### src/rtl/pclip_pkg.sv
`timescale 1ns / 1ps
`default_nettype none

package pclip_pkg;

   localparam int unsigned DEF_MAX_SUBJECT_VERTS = 16;
   localparam int unsigned DEF_MAX_CLIP_EDGES    = 16;
   localparam int unsigned DEF_WORK_DEPTH        = 32;
   localparam int unsigned DEF_COORD_BITS        = 18;

   typedef enum logic [1:0] {
      ACT_LOAD_VERT = 2'd0,
      ACT_LOAD_EDGE = 2'd1,
      ACT_RUN       = 2'd2
   } action_type;

   // source of the word written into a vertex buffer
   typedef enum logic [1:0] {
      WR_REQ   = 2'd0,
      WR_CROSS = 2'd1,
      WR_CUR   = 2'd2
   } wr_src_type;

   typedef struct packed {
      logic       wr_vert;
      logic       wr_bank;
      wr_src_type wr_src;
      logic       wr_edge;
      logic       rd_vert;
      logic       rd_bank;
      logic       rd_edge;
      logic       mul;
      logic       side_prev;
      logic       side_cur;
      logic       shift_prev;
      logic       div_start;
      logic       div_fin;
      logic       out_load;
      logic       out_empty;
      logic       out_last;
      logic       out_ovf;
   } cmd_type;

   typedef struct packed {
      logic cur_in;
      logic prev_in;
      logic div_done;
   } status_type;

endpackage

`default_nettype wire

### src/rtl/pclip_ctrl.sv
`timescale 1ns / 1ps
`default_nettype none

module pclip_ctrl import pclip_pkg::*; #(
   parameter int unsigned MAX_SUBJECT_VERTS = DEF_MAX_SUBJECT_VERTS,
   parameter int unsigned MAX_CLIP_EDGES    = DEF_MAX_CLIP_EDGES,
   parameter int unsigned WORK_DEPTH        = DEF_WORK_DEPTH,
   parameter int unsigned AW                = $clog2(DEF_WORK_DEPTH),
   parameter int unsigned EAW               = $clog2(DEF_MAX_CLIP_EDGES)
) (
   input  wire logic           clock,
   input  wire logic           reset,
   input  wire logic           req_valid,
   output logic                req_stall,
   input  wire logic [1:0]     req_action,
   output logic                rsp_valid,
   input  wire logic           rsp_stall,
   output cmd_type             cmd,
   output logic [AW-1:0]       rd_addr,
   output logic [AW-1:0]       wr_addr,
   output logic [EAW-1:0]      edge_addr,
   input  wire status_type     status
);

   localparam int unsigned SUBJ_CAP =
      (MAX_SUBJECT_VERTS < WORK_DEPTH) ? MAX_SUBJECT_VERTS : WORK_DEPTH;
   localparam int unsigned VCW = $clog2(SUBJ_CAP + 1);
   localparam int unsigned NW  = $clog2(WORK_DEPTH + 1);
   localparam int unsigned ECW = $clog2(MAX_CLIP_EDGES + 1);

   typedef enum logic [4:0] {
      S_IDLE, S_EDGE_RD, S_PREV_MUL, S_PREV_SIDE, S_CUR_RD, S_CUR_MUL, S_CUR_SIDE,
      S_DECIDE, S_DIV, S_DIV_FIN, S_PUSH_X, S_PUSH_CUR, S_NEXT, S_PASS_END,
      S_EMIT_CHK, S_EMIT_RD, S_EMIT_LOAD, S_EMIT_HOLD
   } state_type;

   state_type      state_ff, state_in;
   logic           bank_ff, bank_in;
   logic [VCW-1:0] vcount_ff, vcount_in;
   logic [ECW-1:0] ecount_ff, ecount_in;
   logic [ECW-1:0] k_ff, k_in, k_next;
   logic           ovf_ff, ovf_in;
   logic [NW-1:0]  n_ff, n_in, m_ff, m_in, i_ff, i_in, j_ff, j_in;
   logic [NW-1:0]  vcount_n, n_last, i_next, j_next;
   logic           last_ff, last_in;
   logic           rsp_valid_ff, rsp_valid_in;

   assign vcount_n = NW'(vcount_ff);
   assign n_last   = n_ff - 1'b1;
   assign i_next   = i_ff + 1'b1;
   assign j_next   = j_ff + 1'b1;
   assign k_next   = k_ff + 1'b1;

   assign req_stall = (state_ff != S_IDLE);
   assign rsp_valid = rsp_valid_ff;

   always_comb begin
      state_in     = state_ff;
      bank_in      = bank_ff;
      vcount_in    = vcount_ff;
      ecount_in    = ecount_ff;
      k_in         = k_ff;
      ovf_in       = ovf_ff;
      n_in         = n_ff;
      m_in         = m_ff;
      i_in         = i_ff;
      j_in         = j_ff;
      last_in      = last_ff;
      rsp_valid_in = rsp_valid_ff;
      cmd          = '0;
      cmd.rd_bank  = bank_ff;
      cmd.wr_bank  = ~bank_ff;
      cmd.out_ovf  = ovf_ff;
      rd_addr      = '0;
      wr_addr      = m_ff[AW-1:0];
      edge_addr    = k_ff[EAW-1:0];
      case (state_ff)
         S_IDLE: begin
            if (req_valid) begin
               case (action_type'(req_action))
                  ACT_LOAD_VERT: begin
                     if (vcount_ff < VCW'(SUBJ_CAP)) begin
                        cmd.wr_vert = 1'b1;
                        cmd.wr_bank = 1'b0;
                        cmd.wr_src  = WR_REQ;
                        wr_addr     = vcount_n[AW-1:0];
                        vcount_in   = vcount_ff + 1'b1;
                     end else begin
                        ovf_in = 1'b1;
                     end
                  end
                  ACT_LOAD_EDGE: begin
                     if (ecount_ff < ECW'(MAX_CLIP_EDGES)) begin
                        cmd.wr_edge = 1'b1;
                        edge_addr   = ecount_ff[EAW-1:0];
                        ecount_in   = ecount_ff + 1'b1;
                     end else begin
                        ovf_in = 1'b1;
                     end
                  end
                  ACT_RUN: begin
                     n_in    = vcount_n;
                     bank_in = 1'b0;
                     k_in    = '0;
                     m_in    = '0;
                     if (ecount_ff == '0 || vcount_ff == '0) begin
                        state_in = S_EMIT_CHK;
                     end else begin
                        state_in = S_EDGE_RD;
                     end
                  end
                  default: ;
               endcase
            end
         end
         S_EDGE_RD: begin
            cmd.rd_edge = 1'b1;
            cmd.rd_vert = 1'b1;
            rd_addr     = n_last[AW-1:0];
            m_in        = '0;
            i_in        = '0;
            state_in    = S_PREV_MUL;
         end
         S_PREV_MUL: begin
            cmd.mul  = 1'b1;
            state_in = S_PREV_SIDE;
         end
         S_PREV_SIDE: begin
            cmd.side_prev = 1'b1;
            state_in      = S_CUR_RD;
         end
         S_CUR_RD: begin
            cmd.rd_vert = 1'b1;
            rd_addr     = i_ff[AW-1:0];
            state_in    = S_CUR_MUL;
         end
         S_CUR_MUL: begin
            cmd.mul  = 1'b1;
            state_in = S_CUR_SIDE;
         end
         S_CUR_SIDE: begin
            cmd.side_cur = 1'b1;
            state_in     = S_DECIDE;
         end
         S_DECIDE: begin
            if (status.cur_in != status.prev_in) begin
               cmd.div_start = 1'b1;
               state_in      = S_DIV;
            end else if (status.cur_in) begin
               state_in = S_PUSH_CUR;
            end else begin
               state_in = S_NEXT;
            end
         end
         S_DIV: begin
            if (status.div_done) begin
               state_in = S_DIV_FIN;
            end
         end
         S_DIV_FIN: begin
            cmd.div_fin = 1'b1;
            state_in    = S_PUSH_X;
         end
         S_PUSH_X: begin
            cmd.wr_src = WR_CROSS;
            if (m_ff < NW'(WORK_DEPTH)) begin
               cmd.wr_vert = 1'b1;
               m_in        = m_ff + 1'b1;
            end else begin
               ovf_in = 1'b1;
            end
            state_in = status.cur_in ? S_PUSH_CUR : S_NEXT;
         end
         S_PUSH_CUR: begin
            cmd.wr_src = WR_CUR;
            if (m_ff < NW'(WORK_DEPTH)) begin
               cmd.wr_vert = 1'b1;
               m_in        = m_ff + 1'b1;
            end else begin
               ovf_in = 1'b1;
            end
            state_in = S_NEXT;
         end
         S_NEXT: begin
            cmd.shift_prev = 1'b1;
            i_in           = i_next;
            state_in       = (i_next == n_ff) ? S_PASS_END : S_CUR_RD;
         end
         S_PASS_END: begin
            n_in    = m_ff;
            bank_in = ~bank_ff;
            k_in    = k_next;
            if (k_next == ecount_ff || m_ff == '0) begin
               state_in = S_EMIT_CHK;
            end else begin
               state_in = S_EDGE_RD;
            end
         end
         S_EMIT_CHK: begin
            j_in = '0;
            if (n_ff == '0) begin
               cmd.out_load  = 1'b1;
               cmd.out_empty = 1'b1;
               cmd.out_last  = 1'b1;
               last_in       = 1'b1;
               rsp_valid_in  = 1'b1;
               state_in      = S_EMIT_HOLD;
            end else begin
               state_in = S_EMIT_RD;
            end
         end
         S_EMIT_RD: begin
            cmd.rd_vert = 1'b1;
            rd_addr     = j_ff[AW-1:0];
            state_in    = S_EMIT_LOAD;
         end
         S_EMIT_LOAD: begin
            cmd.out_load = 1'b1;
            cmd.out_last = (j_next == n_ff);
            last_in      = (j_next == n_ff);
            rsp_valid_in = 1'b1;
            state_in     = S_EMIT_HOLD;
         end
         S_EMIT_HOLD: begin
            if (!rsp_stall) begin
               rsp_valid_in = 1'b0;
               if (last_ff) begin
                  vcount_in = '0;
                  ecount_in = '0;
                  ovf_in    = 1'b0;
                  state_in  = S_IDLE;
               end else begin
                  j_in     = j_next;
                  state_in = S_EMIT_RD;
               end
            end
         end
         default: state_in = S_IDLE;
      endcase
   end

   always_ff @(posedge clock) begin
      if (reset) begin
         state_ff     <= S_IDLE;
         bank_ff      <= 1'b0;
         vcount_ff    <= '0;
         ecount_ff    <= '0;
         k_ff         <= '0;
         ovf_ff       <= 1'b0;
         n_ff         <= '0;
         m_ff         <= '0;
         i_ff         <= '0;
         j_ff         <= '0;
         last_ff      <= 1'b0;
         rsp_valid_ff <= 1'b0;
      end else begin
         state_ff     <= state_in;
         bank_ff      <= bank_in;
         vcount_ff    <= vcount_in;
         ecount_ff    <= ecount_in;
         k_ff         <= k_in;
         ovf_ff       <= ovf_in;
         n_ff         <= n_in;
         m_ff         <= m_in;
         i_ff         <= i_in;
         j_ff         <= j_in;
         last_ff      <= last_in;
         rsp_valid_ff <= rsp_valid_in;
      end
   end

endmodule

`default_nettype wire

### config.mk
export PLATFORM = sky130hd
export DESIGN_NAME = pclip_ctrl
export DESIGN_NICKNAME = d
export VERILOG_FILES = /design/src/rtl/pclip_pkg.sv /design/src/rtl/pclip_ctrl.sv
export SDC_FILE = /design/constraint.sdc
export NUM_CORES = 1
export LEC_CHECK = 0
export BUFFER_PORTS_ARGS = -buffer_cell sky130_fd_sc_hd__buf_2
export CAP_MARGIN = 20
export CORE_MARGIN = 1
export CORE_UTILIZATION = 37
export DETAILED_ROUTE_END_ITERATION = 10
export PLACE_DENSITY_LB_ADDON = 0.25
export SLEW_MARGIN = 0
export SYNTH_ARGS = -nofsm -noshare
export SYNTH_HDL_FRONTEND = slang
export SYNTH_SLANG_ARGS = --single-unit
### constraint.sdc
create_clock -name clock -period 4.3 [get_ports clock]
set_input_delay 0.43 -clock clock [delete_from_list [all_inputs] [get_ports clock]]
set_output_delay 0.43 -clock clock [all_outputs]
set_load 0.05 [all_outputs]
== Word level (Yosys, flattened, before mapping) ==
Cells that the tools add are included.

* Flip-flop bits (word level): 48
* Input bits: 9
* Output and inout port bits: 34
* Word-level logic and storage cells: 174

* Add/sub/neg operators: 7
* Order comparisons: 3
* Eq/ne operators: 39
* Mux-type cells: 83
* Bitwise gates (word level): 1
* Reductions and logical operators: 29

{| class="wikitable"
|+ Operators with widths
! cell !! number
|-
| two-way mux 5 bit || 20
|-
| one-hot mux 5 bit (18 select lines) || 1
|-
| two-way mux 6 bit || 7
|-
| == test 5 x 4 -> 1 bit, second input constant || 8
|-
| two-way mux 4 bit || 10
|-
| one-hot mux 6 bit (2 select lines) || 3
|-
| one-hot mux 5 bit (2 select lines) || 3
|-
| two-way mux 1 bit || 25
|-
| == test 5 x 3 -> 1 bit, second input constant || 4
|-
| adder 6 x 1 -> 6 bit, second input constant || 3
|-
| != test 2 bit, second input constant || 9
|-
| one-hot mux 6 bit (3 select lines) || 1
|-
| adder 5 x 1 -> 5 bit, second input constant || 3
|-
| zero test 5 bit || 3
|-
| one-hot mux 5 bit (3 select lines) || 1
|-
| == test 6 bit || 2
|-
| zero test 6 bit || 2
|-
| one-hot mux 1 bit (2 select lines) || 6
|-
| AND reduction 6 bit || 2
|-
| == test 5 x 2 -> 1 bit, second input constant || 2
|-
| == test 5 bit, second input constant || 2
|-
| less-than comparator 5 bit, second input constant || 2
|-
| nonzero test 2 bit || 5
|-
| two-way mux 3 bit || 3
|-
| other kinds (23) || 35
|}

== Logic depth before layout (Yosys ltp) ==
Gate-level depths: netlist of run 1.

* Depth in word-level cells: 6
* Gate-level depth with buffers: 9

== Worst setup path before layout of run 1 ==
No wires, ideal clock.

* Kind: register -> output
* Start: reg state_ff[3]
* End: out wr_addr[0]
* Data arrival time: 2.645 ns
* Data required time: 3.870 ns
* Slack: 1.225 ns
* Stages on the path, launching flop included: 7
* Path through: dfxtp_1 buf_6 or3_1 buf_6 nor4b_4 nand2_1 o21ai_0

* Cells in the longest elaborated chain, start to end: 2

{| class="wikitable"
|+ Ends and longest elaborated chain
! element !! line !! text
|-
| start: declaration || pclip_ctrl.sv:37 || <nowiki>state_type state_ff, state_in;</nowiki>
|-
| start signal: assignment || pclip_ctrl.sv:257 || <nowiki>state_ff <= state_in;</nowiki>
|-
| zero test 5 bit || pclip_ctrl.sv:77 || <nowiki>case (state_ff)</nowiki>
|-
| two-way mux 5 bit || pclip_ctrl.sv:77 ||
|-
| end: declaration || pclip_ctrl.sv:20 || <nowiki>output logic [AW-1:0] wr_addr,</nowiki>
|}

No other way between the ends.

== Worst setup path after layout of run 1 ==
* Start: reg state_ff[2]
* End: out wr_addr[3]

Same word-level chain as after synthesis.

==> impl_metrics.json, run 1 <==
{
  "status": "complete, but fails checks",
  "hold_path.class": "reg -> reg",
  "drtPass1Iterations": 8,
  "worst_r2r_endpoint": "vcount_ff[4]",
  "wl_microns": 9290,
  "die_w_microns": 97.7,
  "multi_input_area_sq_um": 2240,
  "grt_setup_unrepaired": "no",
  "synth_cell_type_count": 54,
  "io_pins": 43,
  "timing.setup.tns_ns": 0,
  "synthesis.nets": 469,
  "insertion_delay_ns": 0.31,
  "violations": "DRC",
  "start_kind": "register",
  "cp-end-kind": "primary output",
  "hold_path.startpoint": "ovf_ff",
  "grt_pass1_vias": 3125,
  "final_cell_mix": "57 x nor2_1, 48 x dfxtp_1, 44 x nand2_1, 42 x buf_2, 31 x o21ai_0",
  "ys.flop_type": "dfxtp_1",
  "worstMarginPinSlew_ns": 0.863,
  "max-cap-violations": 0,
  "cts_root_buffer": "clkbuf_8",
  "reg2reg_depth": 5,
  "die_area_sq_um": 9550,
  "ys_warn_count": 0,
  "synth.area.top_cells": "dfxtp_1 28%, nor2_1 6.3%, xnor2_1 4.9%, nand2_1 4.9%, o21ai_0 4.6%",
  "maxSlewViolCount": 0,
  "syn_avg_cell_area_sq_um": 7.57,
  "cp_data_required_time_ns": 3.87,
  "setup_ws_ns": 1.17,
  "grt_pass1_wl_microns": 15400,
  "slew_headroom": 0.420,
  "syn-cell-area_sq_um": 3390,
  "critPathKind": "reg -> out",
  "nFillCells": 893,
  "ys_async_sr_fraction": 0,
  "ys_seq_area_frac": 0.283,
  "cts_buffers": 5,
  "postCtsSetupRepairBufs": 0,
  "core_area_sq_um": 8810,
  "track_usage": 0.199,
  "finalCriticalPeriod_ns": 3.13,
  "initial_core_util": 0.385,
  "cts_hold_buf": 0,
  "p_per_area_nw_per_um2": 476,
  "final_layout_size_suffix_gt1_frac": 0.142,
  "final_common_cell": "nor2_1",
  "vias": 3317,
  "antenna_found_initial": 0,
  "r2r_start": "state_ff[4]",
  "drc_errors": 8,
  "port_buffers": 42,
  "insertedDiodeCount": 0,
  "holdPathEnd": "ovf_ff",
  "drtAntennaViolNets": 0,
  "clk_pin_slew_ns": 0.10,
  "synth_top_area_frac": 0.283,
  "wire_per_inst_microns": 16.0,
  "dp_hpwl_microns": 6990,
  "p_leak_nw": 1.49,
  "regToRegSetupSlack_ns": 1.74,
  "htreeDepth": 2,
  "cts_tree": "built",
  "dp_worst_setup_slack_ns": 1.54,
  "setup_viol_count_final": 0,
  "period_share": 0.727,
  "fin_nets": 492,
  "hold-path-cell-count": 2,
  "cts_num_sinks": 48,
  "grt_max_degree": 40,
  "routabilityCongestion": 0.833,
  "synth-seq-cells": 48,
  "via_per_inst": 5.72,
  "fmax_ghz": 0.320,
  "row_count": 34,
  "die_h_microns": 97.7,
  "syn_inst": 448,
  "critPathArrivalTime_ns": 2.70,
  "cts_resized": 0,
  "fin_skew_ns": 0.0111,
  "grt-ovfl-total": 0,
  "seq_area_sq_um": 961,
  "drtIter0Drc": 231,
  "path_max_fanout": 21,
  "max-vdd-ir-drop_mv": 0.283,
  "cts.path.max_buffers": 2,
  "yosysTopAreaCell": "dfxtp_1",
  "hold_viol_final": 0,
  "synthToLayoutAreaGrowth_pct": 9.93,
  "synth-edff-count": 0
}
[report_power, final]
group	leakage, nW	total (mW)	internal, mW	switching, mW
Sequential	0.388	0.578	0.481	0.0969
Clock	0.0552	0.333	0.173	0.160
Combinational	1.05	0.863	0.261	0.602
Total	1.49	1.77	0.915	0.858
[metal layers]
| metal | global-route usage | vias to the layer above | share of wire |
|---|---|---|---|
| met5 | 0 | - | 0 |
| met4 | 0.0618 | 0 | 0.013 |
| met3 | 0.0360 | 13 | 0.051 |
| met2 | 0.322 | 100 | 0.46 |
| met1 | 0.267 | 1570 | 0.48 |
| li1 | - | 1634 | - |
[synth_stat cells, drive strengths merged (2+ instances only)]
cell and n:
or3b 2, o2111ai 5, mux2i 2, nand2 44
a41oi 3, a22oi 9, and3b 3, nor2 57
nor3b 5, xnor2 19, nand3b 7, nor4b 6
dfxtp 48, nand3 12, mux2 5, clkbuf 22
nor3 12, xor2 12, and2 5, o211ai 4
o21ai 31, a311oi 7, a31o 2, buf 5
inv 18, o21a 3, nand4 7, nand2b 3
ha 12, a31oi 7, or3 10, and3 9
a21oi 29, or4 2, nor4 4, or2 3
nor2b 5
[layout make-up]
cell class              instances  area share
multi-input cells             355       0.600
flip-flops and latches         48       0.258
repair buffers                 43      0.0584
well taps                     108      0.0363
clock buffers                   6      0.0195
inverters                      18      0.0181
clock inverters                 2     0.00940
[worst max-delay path, stage by stage, from the launching register on]
cell and delay [ns]:
dfxtp_1 0.52, or3_1 0.54, nor4b_4 0.51, nand2_1 0.27
mux2_2 0.34, buf_2 0.21
[flip-flops by register name, summed over array words and instances, names as in the netlist]
| name | flops |
|---|---|
| n_ff | 6 |
| ecount_ff | 5 |
| j_ff | 6 |
| m_ff | 6 |
| k_ff | 5 |
| bank_ff | 1 |
| last_ff | 1 |
| state_ff | 5 |
| rsp_valid | 1 |
| ovf_ff | 1 |
| i_ff | 6 |
| vcount_ff | 5 |
[how the worst max path moves through the flow]
stage	from	end	cells after the start	slack (ns)
6_report	state_ff[2]	wr_addr[3]	5	1.17
5_1_grt	state_ff[2]	cmd[1]	6	0.90
4_1_cts	state_ff[2]	wr_addr[3]	5	1.17
3_5_place_dp	state_ff[2]	wr_addr[3]	5	1.54
3_3_place_gp	state_ff[2]	wr_addr[2]	5	1.59
2_1_floorplan	state_ff[3]	wr_addr[0]	6	1.22
[cells by family (layout without fill, tap and decap cells)]
kind of cell,after synthesis,count (layout),share of synthesized area
XOR/XNOR,32,32,0.0867
adder cells (fa/ha/maj),12,12,0.0443
flip-flops,48,48,0.283
AND/OR/NAND/NOR,197,197,0.307
multiplexers,7,7,0.0225
AO/OA/AOI/OAI,107,107,0.200
buffers and inverters,45,69,0.0565
[metrics by stage]
stage	cells	power, mW	cell area, sq um	hold slack, ns	util
finish	580	1.77	3730	0.492	0.423
global route	580	1.88	3730	0.497	0.423
CTS	580	1.77	3730	0.493	0.423
detailed placement	572	1.44	3620	0.467	0.411
global placement	572	1.43	3620	0.459	0.411
floorplan	448	1.27	3390	0.442	-
Power figures use the tool's default switching activity.
==> run 2: changes to the inputs <==
==> constraint.sdc (replaced) <==
create_clock -name clock -period 2.6 [get_ports clock]
set_input_delay 0.26 -clock clock [delete_from_list [all_inputs] [get_ports clock]]
set_output_delay 0.26 -clock clock [all_outputs]
set_load 0.05 [all_outputs]
==> run 2 against run 1 <==
Effect of this change:
- power grew 69%
- the run still ends with DRC left
- core utilization grew 1.0 points
- wire length grew 1.5%
- largest cell class unchanged
- sequential power grew 56%
- sequential share of layout area shrank 0.58 points
- register-to-register slack lost 1.3 ns
- die area is the same
- via count grew 2.0%
==> impl_metrics.json, run 2 (synthesis results as in run 1) <==
{
  "status": "complete, but fails checks",
  "violations": "DRC",
  "track_usage": 0.200,
  "path_max_fanout": 13,
  "io_pins": 43,
  "insertion_delay_ns": 0.30,
  "max-cap-violations": 0,
  "final_cell_mix": "57 x nor2_1, 47 x dfxtp_1, 43 x nand2_1, 40 x buf_2, 29 x a21oi_1",
  "period_share": 0.948,
  "start_kind": "register",
  "critPathKind": "reg -> out",
  "slew_headroom": 0.479,
  "slowest_stage": "or2_2",
  "routabilityCongestion": 0.867,
  "cts_tree": "built",
  "crit_path_max_incr_delay_ns": 0.45,
  "grt_pass1_vias": 3096,
  "core_area_sq_um": 8810,
  "maxSlewViolCount": 0,
  "fin_skew_ns": 0.0108,
  "multi_input_area_sq_um": 2250,
  "hold_viol_final": 0,
  "worstMarginPinSlew_ns": 0.781,
  "initial_core_util": 0.385,
  "cts_root_buffer": "clkbuf_8",
  "drtIter0Drc": 328,
  "row_count": 34,
  "postCtsSetupRepairBufs": 0,
  "wire_per_inst_microns": 15.9,
  "p_leak_nw": 1.54,
  "port_buffers": 42,
  "drtPass1Iterations": 11,
  "cts.path.max_buffers": 2,
  "max-vdd-ir-drop_mv": 0.406,
  "grt_max_degree": 40,
  "vias": 3382,
  "via_per_inst": 5.71,
  "htreeDepth": 2,
  "final_layout_size_suffix_gt1_frac": 0.169,
  "p_total_mw": 2.99,
  "die_w_microns": 97.7,
  "dp_hpwl_microns": 7060,
  "wl_microns": 9430,
  "finalCriticalPeriod_ns": 2.46,
  "hold-worst-slack_ns": 0.344,
  "die_area_sq_um": 9550,
  "drtAntennaViolNets": 0,
  "antenna_found_initial": 0,
  "die_h_microns": 97.7,
  "p_per_area_nw_per_um2": 784,
  "seq_area_sq_um": 962,
  "clk_pin_slew_ns": 0.10,
  "fmax_ghz": 0.406,
  "cts_num_sinks": 48,
  "critPathArrivalTime_ns": 2.20,
  "synthToLayoutAreaGrowth_pct": 12.6,
  "path_cells": "or2_2, nor4b_4, nand2_1, mux2_2, buf_2",
  "hold_path.class": "in -> reg",
  "cp_data_required_time_ns": 2.34,
  "final_common_cell": "nor2_1",
  "cp-end-kind": "primary output",
  "fin_nets": 504,
  "grt_pass1_wl_microns": 15600,
  "grt-ovfl-total": 0,
  "cts_hold_buf": 0,
  "nFillCells": 911,
  "drc_errors": 6,
  "insertedDiodeCount": 0,
  "setup_viol_count_final": 0,
  "cts_buffers": 5
}
==> run 2: changes by cell type in the layout (fill, tap and decap cells not counted), sizes merged <==
| cell | before | now |
|---|---|---|
| buf | 43 | 53 |
| clkinv | 1 | 0 |
| bufinv | 1 | 0 |
| clkbuf | 6 | 10 |
==> run 2: worst paths after layout <==
path,start,to,slack [ns],cells after the start
worst min register to register,j_ff[5],j_ff[5],0.50,2
worst max-delay path,state_ff[0],wr_addr[2],0.14,5
worst min-delay path,status[0],state_ff[3],0.34,4
worst max register to register,state_ff[0],n_ff[2],0.40,6
==> run 2: critical path, delay by kind of cell, from the launching register on <==
kind / cells / cell delay [ns]
flops: 1 / 0.43
mux: 1 / 0.31
buf+inv: 1 / 0.21
simple gates: 3 / 0.94
==> run 2: metrics by stage <==
| step | util | instance area [sq um] | worst slack [ns] | cells | TNS, ns |
|---|---|---|---|---|---|
| 4_1_cts | 0.432 | 3800 | 0.0169 | 592 | 0 |
| 3_3_place_gp | 0.421 | 3710 | 0.376 | 584 | 0 |
| 3_5_place_dp | 0.421 | 3710 | 0.357 | 584 | 0 |
| 5_1_grt | 0.434 | 3820 | -0.00000999 | 592 | -0.00000999 |
| 6_report | 0.434 | 3820 | 0.135 | 592 | 0 |
| 2_1_floorplan | - | 3390 | -0.305 | 448 | -0.611 |
==> run 2: what timing repair did <==
item | in CTS | in global routing
endpoints found under the setup margin | 2 | 5
gates resized for setup | 1 | 5
pin swaps | 0 | 0
==> run 2: report_power, final <==
group          total, mW  switching, mW  internal, mW
Combinational       1.62           1.08         0.536
Sequential         0.899          0.103         0.796
Clock              0.473          0.255         0.218
==> run 2: area by class of cell <==
class / count / area share
sequential: 48 / 0.252
clock buffer: 8 / 0.0236
timing repair buffer: 55 / 0.0819
inverter: 18 / 0.0177
tap: 108 / 0.0354
multi-input combinational: 355 / 0.589
==> run 2: layer usage <==
layer  share of wire  vias to the layer above  track usage
met4           0.010                        0       0.0455
met1            0.48                     1607        0.287
met3           0.055                        9       0.0309
met5               0                        -            0
met2            0.45                       97        0.316
li1                -                     1669            -
==> run 3: changes to the inputs <==
--- a/config.mk
+++ b/config.mk
@@ -9,6 +9,7 @@
 export CAP_MARGIN = 20
 export CORE_MARGIN = 1
 export CORE_UTILIZATION = 37
+export CTS_BUF_LIST = sky130_fd_sc_hd__clkbuf_16
 export DETAILED_ROUTE_END_ITERATION = 10
 export PLACE_DENSITY_LB_ADDON = 0.25
 export SLEW_MARGIN = 0
==> run 3 against run 2 <==
Effect of this change:
- the run still ends with DRC left
- fmax is 1.2% lower
- clock power is 32% higher
- setup slack worse by 0.029 ns
- hold slack better by 0.019 ns
- combinational power hardly changed
- die area stayed put
- global-route usage hardly changed
- sequential cell count stayed put
- non-clock buffer count stayed put
==> impl_metrics.json, run 3 (synthesis results as in run 1) <==
{
  "drtIter0Drc": 316,
  "via_per_inst": 5.78,
  "cp_data_required_time_ns": 2.34,
  "cp-end-kind": "primary output",
  "antenna_found_initial": 0,
  "cts.path.max_buffers": 2,
  "cts_tree": "built",
  "nFillCells": 904,
  "period_share": 0.959,
  "postCtsSetupRepairBufs": 0,
  "intPower_mw": 1.67,
  "hold_viol_final": 0,
  "hold_path.startpoint": "status[0]",
  "row_count": 34,
  "drc_errors": 6,
  "clockPowerShare": 0.200,
  "start_kind": "register",
  "setup_viol_count_final": 0,
  "dp_hpwl_microns": 7060,
  "swShare": 0.467,
  "cpLargestDelayFamily": "simple AND/OR/NAND/NOR gates",
  "insertedDiodeCount": 0,
  "p_leak_nw": 1.57,
  "drtAntennaViolNets": 0,
  "port_buffers": 42,
  "slew_headroom": 0.486,
  "wl_met3_microns": 433,
  "grt_max_degree": 40,
  "fin_skew_ns": 0.0108,
  "critPathArrivalTime_ns": 2.23,
  "final_common_cell": "nor2_1",
  "slowest_stage": "or3_1",
  "fin_cells": 592,
  "grt_pass1_vias": 3091,
  "hold_path.class": "in -> reg",
  "status": "complete, but fails checks",
  "final_layout_size_suffix_gt1_frac": 0.163,
  "max-vdd-ir-drop_mv": 0.404,
  "grt-ovfl-total": 0,
  "fin_nets": 504,
  "placed_area_sq_um": 3710,
  "cts_buffers": 5,
  "path_max_fanout": 14,
  "regToRegSetupSlack_ns": 0.38,
  "finalCriticalPeriod_ns": 2.49,
  "crit_path_max_incr_delay_ns": 0.53,
  "route.met2.wl_microns": 4270,
  "path_cells": "or3_1, nor4_4, nand2_1, mux2_2, buf_2",
  "maxSlewViolCount": 0,
  "p_comb_frac": 0.513,
  "die_h_microns": 97.7,
  "initial_core_util": 0.385,
  "die_w_microns": 97.7,
  "violations": "DRC",
  "cts_num_sinks": 48,
  "clk_pin_slew_ns": 0.07,
  "track_usage": 0.201,
  "final_cell_mix": "57 x nor2_1, 47 x dfxtp_1, 44 x nand2_1, 42 x buf_2, 29 x a21oi_1",
  "fmax_ghz": 0.401,
  "core_area_sq_um": 8810,
  "max-cap-violations": 0,
  "grt_pass1_wl_microns": 15600,
  "routabilityCongestion": 0.867,
  "io_pins": 43,
  "final_cell_area_sq_um": 3850,
  "wl_microns": 9440,
  "worst_r2r_endpoint": "n_ff[2]",
  "worstMarginPinSlew_ns": 0.772,
  "insertion_delay_ns": 0.29,
  "critPathKind": "reg -> out",
  "vias": 3419,
  "top_layer": "met4",
  "r2r_start": "state_ff[0]",
  "grt_setup_unrepaired": "no",
  "synthToLayoutAreaGrowth_pct": 13.6,
  "die_area_sq_um": 9550,
  "p_per_area_nw_per_um2": 811,
  "critPathBufInv": 1,
  "final_util": 0.437,
  "wire_per_inst_microns": 15.9,
  "holdPathEnd": "state_ff[3]",
  "p_total_mw": 3.13,
  "reg2reg_depth": 6,
  "drtPass1Iterations": 10,
  "met1_length_microns": 4630,
  "cts_root_buffer": "clkbuf_16",
  "dp_cells": 584,
  "power.switching_mw": 1.46,
  "hold-path-cell-count": 4,
  "htreeDepth": 2,
  "seqPwrFrac": 0.287,
  "timing.setup.tns_ns": 0
}
==> run 3: cell count changes in the layout (fill, tap and decap cells not counted), sizes merged <==
cell    change
clkbuf      -5
buf         +2
inv         +2
clkinv      +1
==> run 3: through the flow <==
stage          hold slack, ns  worst slack, ns
5_1_grt                 0.368           0.0177
3_5_place_dp            0.480            0.357
4_1_cts                 0.347           0.0225
3_3_place_gp            0.470            0.376
6_report                0.363            0.107
2_1_floorplan           0.419           -0.305
==> run 3: timing repair <==
action                                  CTS  global route
hold buffers                              0             0
endpoints found under the setup margin    0            10
resized for setup                         0             2
==> run 3: worst max-delay path by stage <==
stage / cells past startpoint / start / endpoint / slack [ns]
finish: 5 / state_ff[4] / edge_addr[3] / 0.11
global route: 5 / state_ff[4] / edge_addr[2] / 0.02
CTS: 5 / state_ff[4] / edge_addr[3] / 0.02
detailed placement: 5 / state_ff[4] / edge_addr[3] / 0.36
global placement: 5 / state_ff[4] / edge_addr[3] / 0.38
floorplan: 6 / state_ff[3] / wr_addr[0] / -0.31
==> run 3: routing by layer <==
layer	global-route usage	vias to the layer above
met5	0	-
met4	0.0524	0
met3	0.0309	9
met2	0.314	92
met1	0.287	1638
li1	-	1680
==> run 3: power by group through the flow <==
stage	clock, mW	combinational, mW	sequential (mW)
after floorplan	0	1.26	0.849
after global placement	0	1.57	0.908
after detailed placement	0	1.58	0.908
after CTS	0.641	1.59	0.891
after global routing	0.666	1.75	0.906
final	0.624	1.60	0.896
==> run 3: layout make-up <==
type / instances / area, sq um / area share
Clock buffer: 5 / 125 / 0.0325
Inverter: 18 / 67.6 / 0.0175
Multi-Input combinational cell: 355 / 2240 / 0.582
Tap cell: 108 / 135 / 0.0351
Sequential cell: 48 / 962 / 0.250
Clock inverter: 3 / 11.3 / 0.00292
Timing Repair Buffer: 55 / 308 / 0.0799
==> run 3: tightest hold or removal path, cell delays in order <==
cell	delay, ns
buf_2	0.09
nor3_1	0.05
a22oi_1	0.14
a31oi_1	0.06
